[src/sv/imd_pkg.sv]
`default_nettype none

package imd_pkg;

  // largest matrix order handled
  localparam int unsigned MAX_DIM     = 6;
  localparam int unsigned STORE_DEPTH = MAX_DIM * MAX_DIM;

  // fixed field widths
  localparam int unsigned ELEM_W = 8;
  localparam int unsigned DET_W  = 64;
  localparam int unsigned SIZE_W = 3;

  // derived widths
  localparam int unsigned DIM_W  = $clog2(MAX_DIM + 1);
  localparam int unsigned COL_W  = (MAX_DIM > 1) ? $clog2(MAX_DIM) : 1;
  localparam int unsigned MASK_W = MAX_DIM;
  localparam int unsigned ADDR_W = (STORE_DEPTH > 1) ? $clog2(STORE_DEPTH) : 1;
  localparam int unsigned CNT_W  = $clog2(STORE_DEPTH + 1);
  localparam int unsigned MINOR_DEPTH = 1 << MASK_W;

  typedef logic signed [ELEM_W-1:0] element_t;
  typedef logic [DET_W-1:0]         det_t;

  // sequencer to multiply-accumulate unit
  typedef struct packed {
    logic clear;
    logic mul_en;
    logic acc_en;
    logic negate;
  } mac_ctrl_t;

endpackage

`default_nettype wire

[src/sv/imd_mac.sv]
`default_nettype none

module imd_mac (
  input  logic              clk_i,
  input  imd_pkg::mac_ctrl_t ctrl_i,
  input  imd_pkg::element_t elem_i,
  input  imd_pkg::det_t     minor_i,
  output imd_pkg::det_t     acc_o
);
  import imd_pkg::*;

  logic signed [DET_W+ELEM_W-1:0] prod_w;
  det_t prod_q;
  det_t acc_q;

  // signed product, only the low word is kept (modulo 2^64)
  assign prod_w = $signed(minor_i) * elem_i;

  always_ff @(posedge clk_i) begin
    if (ctrl_i.mul_en) begin
      prod_q <= prod_w[DET_W-1:0];
    end
    if (ctrl_i.clear) begin
      acc_q <= '0;
    end else if (ctrl_i.acc_en) begin
      if (ctrl_i.negate) begin
        acc_q <= acc_q - prod_q;
      end else begin
        acc_q <= acc_q + prod_q;
      end
    end
  end

  assign acc_o = acc_q;

endmodule

`default_nettype wire

[config.mk]
export PLATFORM = sky130hd
export DESIGN_NAME = imd_mac
export DESIGN_NICKNAME = d
export VERILOG_FILES = /design/src/sv/imd_pkg.sv /design/src/sv/imd_mac.sv
export SDC_FILE = /design/constraint.sdc
export NUM_CORES = 2
export LEC_CHECK = 0
export BUFFER_PORTS_ARGS = -buffer_cell sky130_fd_sc_hd__buf_2
export CORE_MARGIN = 3
export CORE_UTILIZATION = 66
export CTS_BUF_LIST = sky130_fd_sc_hd__clkbuf_2
export DETAILED_ROUTE_END_ITERATION = 10
export GPL_TIMING_DRIVEN = 0
export PLACE_DENSITY_LB_ADDON = 0.1
export SKIP_CTS_REPAIR_TIMING = 1
export SLEW_MARGIN = 20
export SYNTH_ARGS = -nofsm -noshare
export SYNTH_HDL_FRONTEND = slang
export SYNTH_SLANG_ARGS = --single-unit
[constraint.sdc]
create_clock -name clk_i -period 17.3 [get_ports clk_i]
set_input_delay 0 -clock clk_i [delete_from_list [all_inputs] [get_ports clk_i]]
set_output_delay 0 -clock clk_i [all_outputs]
set_load 0.03 [all_outputs]
# Yosys cells after proc, flatten, opt, wreduce, memory -nomap -nowiden
# Cells that the tools add are included.
op_classes:
  n_addsub: 2
  n_mul: 1
  n_mux: 1
ops:
  columns: ["op", "count"]
  rows:
  - ["$add 64x64->64", 1]
  - ["$mul 64x8->64", 1]
  - ["$mux 64", 1]
  - ["$sub 64x64->64", 1]
totals:
  register_bits: 128
  inputBits: 77
  wordCells: 6

# Depth between registers and ports, before layout
logic_depth:
  ltp_word: 2
  ltp_mapped: 24
  ltp_nobuf: 24

# Worst setup path after synthesis
# No wires, ideal clock.
synth_path:
  kind: "input -> register"
  from: "in elem_i[2]"
  to: "reg prod_q[60], data pin"
  setup_time_ns: 0.266
  t_arrival_ns: 5.287
  required_ns: 17.034
  path_slack_ns: 11.746
  path_stages: 22
  cell_sequence: "clkbuf_1 clkbuf_1 nand2_1 fa_1 fa_1 inv_1 fa_1 inv_1 fa_1 inv_1 ha_1 o211ai_1 a21oi_2 o211ai_2 a2111oi_4 o21ai_1 a31o_1 o31a_1 nand2b_4 o41a_1 a221oi_2 xor2_1"
synth_via:
  elab_chain_len: 1
synth_lines:
  columns: ["element", "line", "text"]
  rows:
  - ["start: declaration", "imd_mac.sv:6", "input imd_pkg::element_t elem_i,"]
  - ["$mul 64x8->64", "imd_mac.sv:17", "assign prod_w = $signed(minor_i) * elem_i;"]
  - ["named net prod_w[60]", "imd_mac.sv:12", "logic signed [DET_W+ELEM_W-1:0] prod_w;"]
  - ["end signal: assignment", "imd_mac.sv:21", "prod_q <= prod_w[DET_W-1:0];"]
  - ["end: declaration", "imd_mac.sv:13", "det_t prod_q;"]
# The timed path passes the listed nets, and every way through them passes these cells.
# A chain may end at the register's enable or synchronous reset.

# Worst setup path in the final report
layout_path:
  from: "reg prod_q[3]"
  to: "reg acc_q[63] (netlist: acc_o[63])"
layout_via:
  elab_chain_len: 2
  word_cells_on_any_way: 3
  cone_classes: "add/sub: 2; mux: 1"
layout_lines:
  columns: ["element", "line", "text"]
  rows:
  - ["$add 64x64->64 or $sub 64x64->64 (tied branches)", "imd_mac.sv:29, imd_mac.sv:27", null]
  - ["$mux 64 (*)", "imd_mac.sv:26", "if (ctrl_i.negate) begin"]
  - ["end signal: assignment", "imd_mac.sv:27", "acc_q <= acc_q - prod_q;"]
  - ["end signal: assignment", "imd_mac.sv:29", "acc_q <= acc_q + prod_q;"]
  - ["end: declaration", "imd_mac.sv:14", "det_t acc_q;"]
# Mark *: on every way between the ends. The rest lies on a longest branch, timed or not.

==> summary.md <==
| Metric | Value |
|---|---|
| Top Family by Delay on Critical Path | `compound AO/OA/AOI/OAI gates` |
| Die span in y | `200.3 um` |
| Syn avg cell area | `8.639 um^2` |
| Cells after Synth | `between 2000 and 3000` |
| Final worst slack | `~10000 ps` |
| Multi-input combinational cell area | `19400 um^2` |
| Reg area | `3203 um^2` |
| Tot GR Track Use | `about a third` |
| Crit path buf inv count | `2` |
| Clock buffer count from CTS | `17` |
| Antenna violations before repair | `5` |
| Wirelength per Cell | `18.30 um` |
| Leak Pwr | `12.99 nW` |
| Part of the Yosys area used for sequential elements | `12.86%` |
| CP cell instances | `or4_1 > nor3_1 > and2_1 > nand3b_1 > nor4b_1 > a21oi_1 > xnor2_1 > ha_1 > clkbuf_1 > a21oi_1 > o21ai_0 > a2111oi_0 > o21ai_0 > a41oi_1 > nor4_2 > o311ai_2 > a21oi_2 > a21o_1 > a211oi_1 > mux2_1 > dlygate4sd3_1` |
| Synth area leader | `fa_1` |
| Congestion Overflow GR | `0` |
| I/O Buffers | `136` |
| Max clock buf depth | `2` |
| Largest net degree at the start of global routing | `65` |
| Final period util | `roughly two fifths` |
| # setup viols final | `0` |
| Share of layout cells above drive strength 1 | `6.442%` |
| Pwr Density | `174.3 nW/um^2` |
| Tmin final | `6801 ps` |
| Main area contributors after synthesis | `fa_1, ha_1, and2_1` |
| Antenna Violating Nets Remaining | `0` |
| Rel. slew slack | `between 30% and 40%` |
| Area delta synth->final | `6.373%` |
| RSZ-0062 raised after global routing | `false` |
| Post-synthesis share of cell area spent on xor and xnor gates | `6.393%` |
| Core Rows | `70` |
| CTS tree | `yes` |
| Top-count cell post-synth | `inv_1` |
| Drt pass-1 iters | `7` |
| Top FF cell, synth | `edfxtp_1` |
| Layout Cells excl Fill | `3565` |
| Count of cell types in the netlist | `83` |
| #FFs+latches synth | `128` |
| Clock Sinks | `about 130` |
| Die Width | `~200 um` |
| Vias in the first global route | `~21000` |
| Fmax | `0.1470 GHz` |
| Synth Area in Adders | `37.87%` |
| Hold Crit Class | `input pin to flip-flop` |
| Post-synth ARST share | `0%` |
| Mux cell area share after synthesis | `1.652%` |
| Tot Pwr | `4.620 mW` |
| Largest family of logic cells by synthesized area | `adder cells` |
| Final Hold Vio Count | `0` |
| MaxCap Viol Count | `0` |
| Post-route DRC violation count | `0` |
| Post-synth EDFFs | `64` |
| Max Slew Vio Count | `0` |
| DP HPWL | `54180 um` |
| Crit Path Category | `flip-flop to flip-flop` |
| CP max stage delay | `570 ps` |
| Worst Hold Slack | `160.5 ps` |
| Clock Skew | `around 36 ps` |
| First-pass GRT wire length | `between 100000 and 150000 um` |
| Synth top area share | `28.12%` |
| Worst path slowest cell | `nor4b_1` |
| Critical Path AT | `7420 ps` |
| Worst Path Max Fanout | `7` |
| Crit end category | `flip-flop` |
| Vias/cell | `5.714` |
| Starting DRC count in detailed routing | `1404` |
| Clock latency on the worst-skew pair | `700 ps` |
| DRT Wirelength | `65230 um` |
| Worst-margin pin slew | `941.4 ps` |
| Core area | `36870 um^2` |
| Post-synthesis simple-gate area fraction | `approximately a fifth` |
| Post-Syn Area | `24910 um^2` |
| RD Place Congestion | `0.9544` |
| Post-Place Cells | `3524` |
| IO Count | `141` |
| Clk pin slew, worst setup/hold paths | `220 ps` |
| Die Area | `40120 um^2` |
| CTS Root Buffer Type | `clkbuf_2` |
| Syn nets | `around 3500` |
| Post-synth top cells | `inv_1, and2_1, fa_1` |
| Synth Area in Compound Gates | `12.49%` |
| Status | `finished clean` |
| Layout fillers | `2937` |
| Nets | `3666` |
| Vias | `20370` |
| Required @ worst endpoint | `around 18000 ps` |
| CP Launch Type | `flip-flop` |
| Initial Utilization | `67.57%` |
| Synth Warn # | `0` |
| Htree depth | `4` |
| Worst VDD drop | `94.80 uV` |
| Worst slack, placed | `10250 ps` |
| Setup TNS | `0 ps` |
## worst reg2reg max path, cell delays in order (launching register included)
cell           delay [ps]
edfxtp_1              520
or4_1                 530
nor3_1                270
and2_1                340
nand3b_1              300
nor4b_1               570
a21oi_1               160
xnor2_1               190
ha_1                  250
clkbuf_1              190
a21oi_1               160
o21ai_0               190
a2111oi_0             430
o21ai_0               150
a41oi_1               470
nor4_2                150
o311ai_2              340
a21oi_2               180
a21o_1                220
a211oi_1              240
mux2_1                340
dlygate4sd3_1         550
## placed cells by master (no fill, tap or decap), types with 11 or more instances in the layout
master	count
inv_1	506
and2_1	383
fa_1	350
nor2_1	198
ha_1	194
a21oi_1	157
xnor2_1	145
nand2_1	139
buf_2	137
clkbuf_1	98
a21o_1	90
o21ai_0	64
dfxtp_1	64
edfxtp_1	64
mux2i_1	40
xor2_1	35
nor3_1	32
o21bai_1	30
nand3_1	26
a31oi_1	24
and3_1	18
nand4_1	18
a211oi_1	18
clkbuf_2	18
o21a_1	17
nand2b_1	16
nor2b_1	13
nor4_1	11
## kinds of logic after synthesis
group,Yosys count
xor gates and xnor gates,181
muxes,41
DFF,128
buffers and inverters,613
AOI/OAI and AO/OA,476
adders and majority gates,544
and+or+nand+nor,901
## metal layers
metal,GRT usage [%],routed length [um]
met4,10.66,2004
met5,0,37
met1,45.65,28790
met3,5.136,4843
met2,52.86,29550
## layout make-up
class                   count  share of cell area, %
diodes                      3                0.02833
clock buffers              17                 0.3210
flip-flops and latches    128                  12.09
multi-input cells        2143                  73.20
repair buffers            142                  2.804
plain buffers             106                  1.544
well taps                 504                  2.379
clock inverters            15                 0.4580
inverters                 507                  7.181
## power by group
group / switching [mW] / internal [mW]
clock network: 0.120 / 0.0505
logic: 2.23 / 1.52
registers: 0.124 / 0.572
total: 2.48 / 2.14
## final timing paths
kind	startpoint	end	slack [ps]	depth (start not counted)
hold / removal	minor_i[2]	prod_q[2]	160	5
hold reg to reg	acc_o[54]	acc_o[54]	500	2
setup reg to reg	prod_q[3]	acc_o[63]	10500	21
setup / recovery	prod_q[3]	acc_o[63]	10500	21
## metrics by stage
stage	utilization, %	instance area [um^2]
final	71.87	26500
after global routing	71.87	26500
after global placement	71.12	26230
after CTS	71.69	26430
after floorplan	-	24910
after detailed placement	71.13	26230
## state kept, by name (all words and copies together) (netlist names)
name	cells
prod_q	64
acc_o	64
No activity file was read; power rests on OpenSTA's default activity.
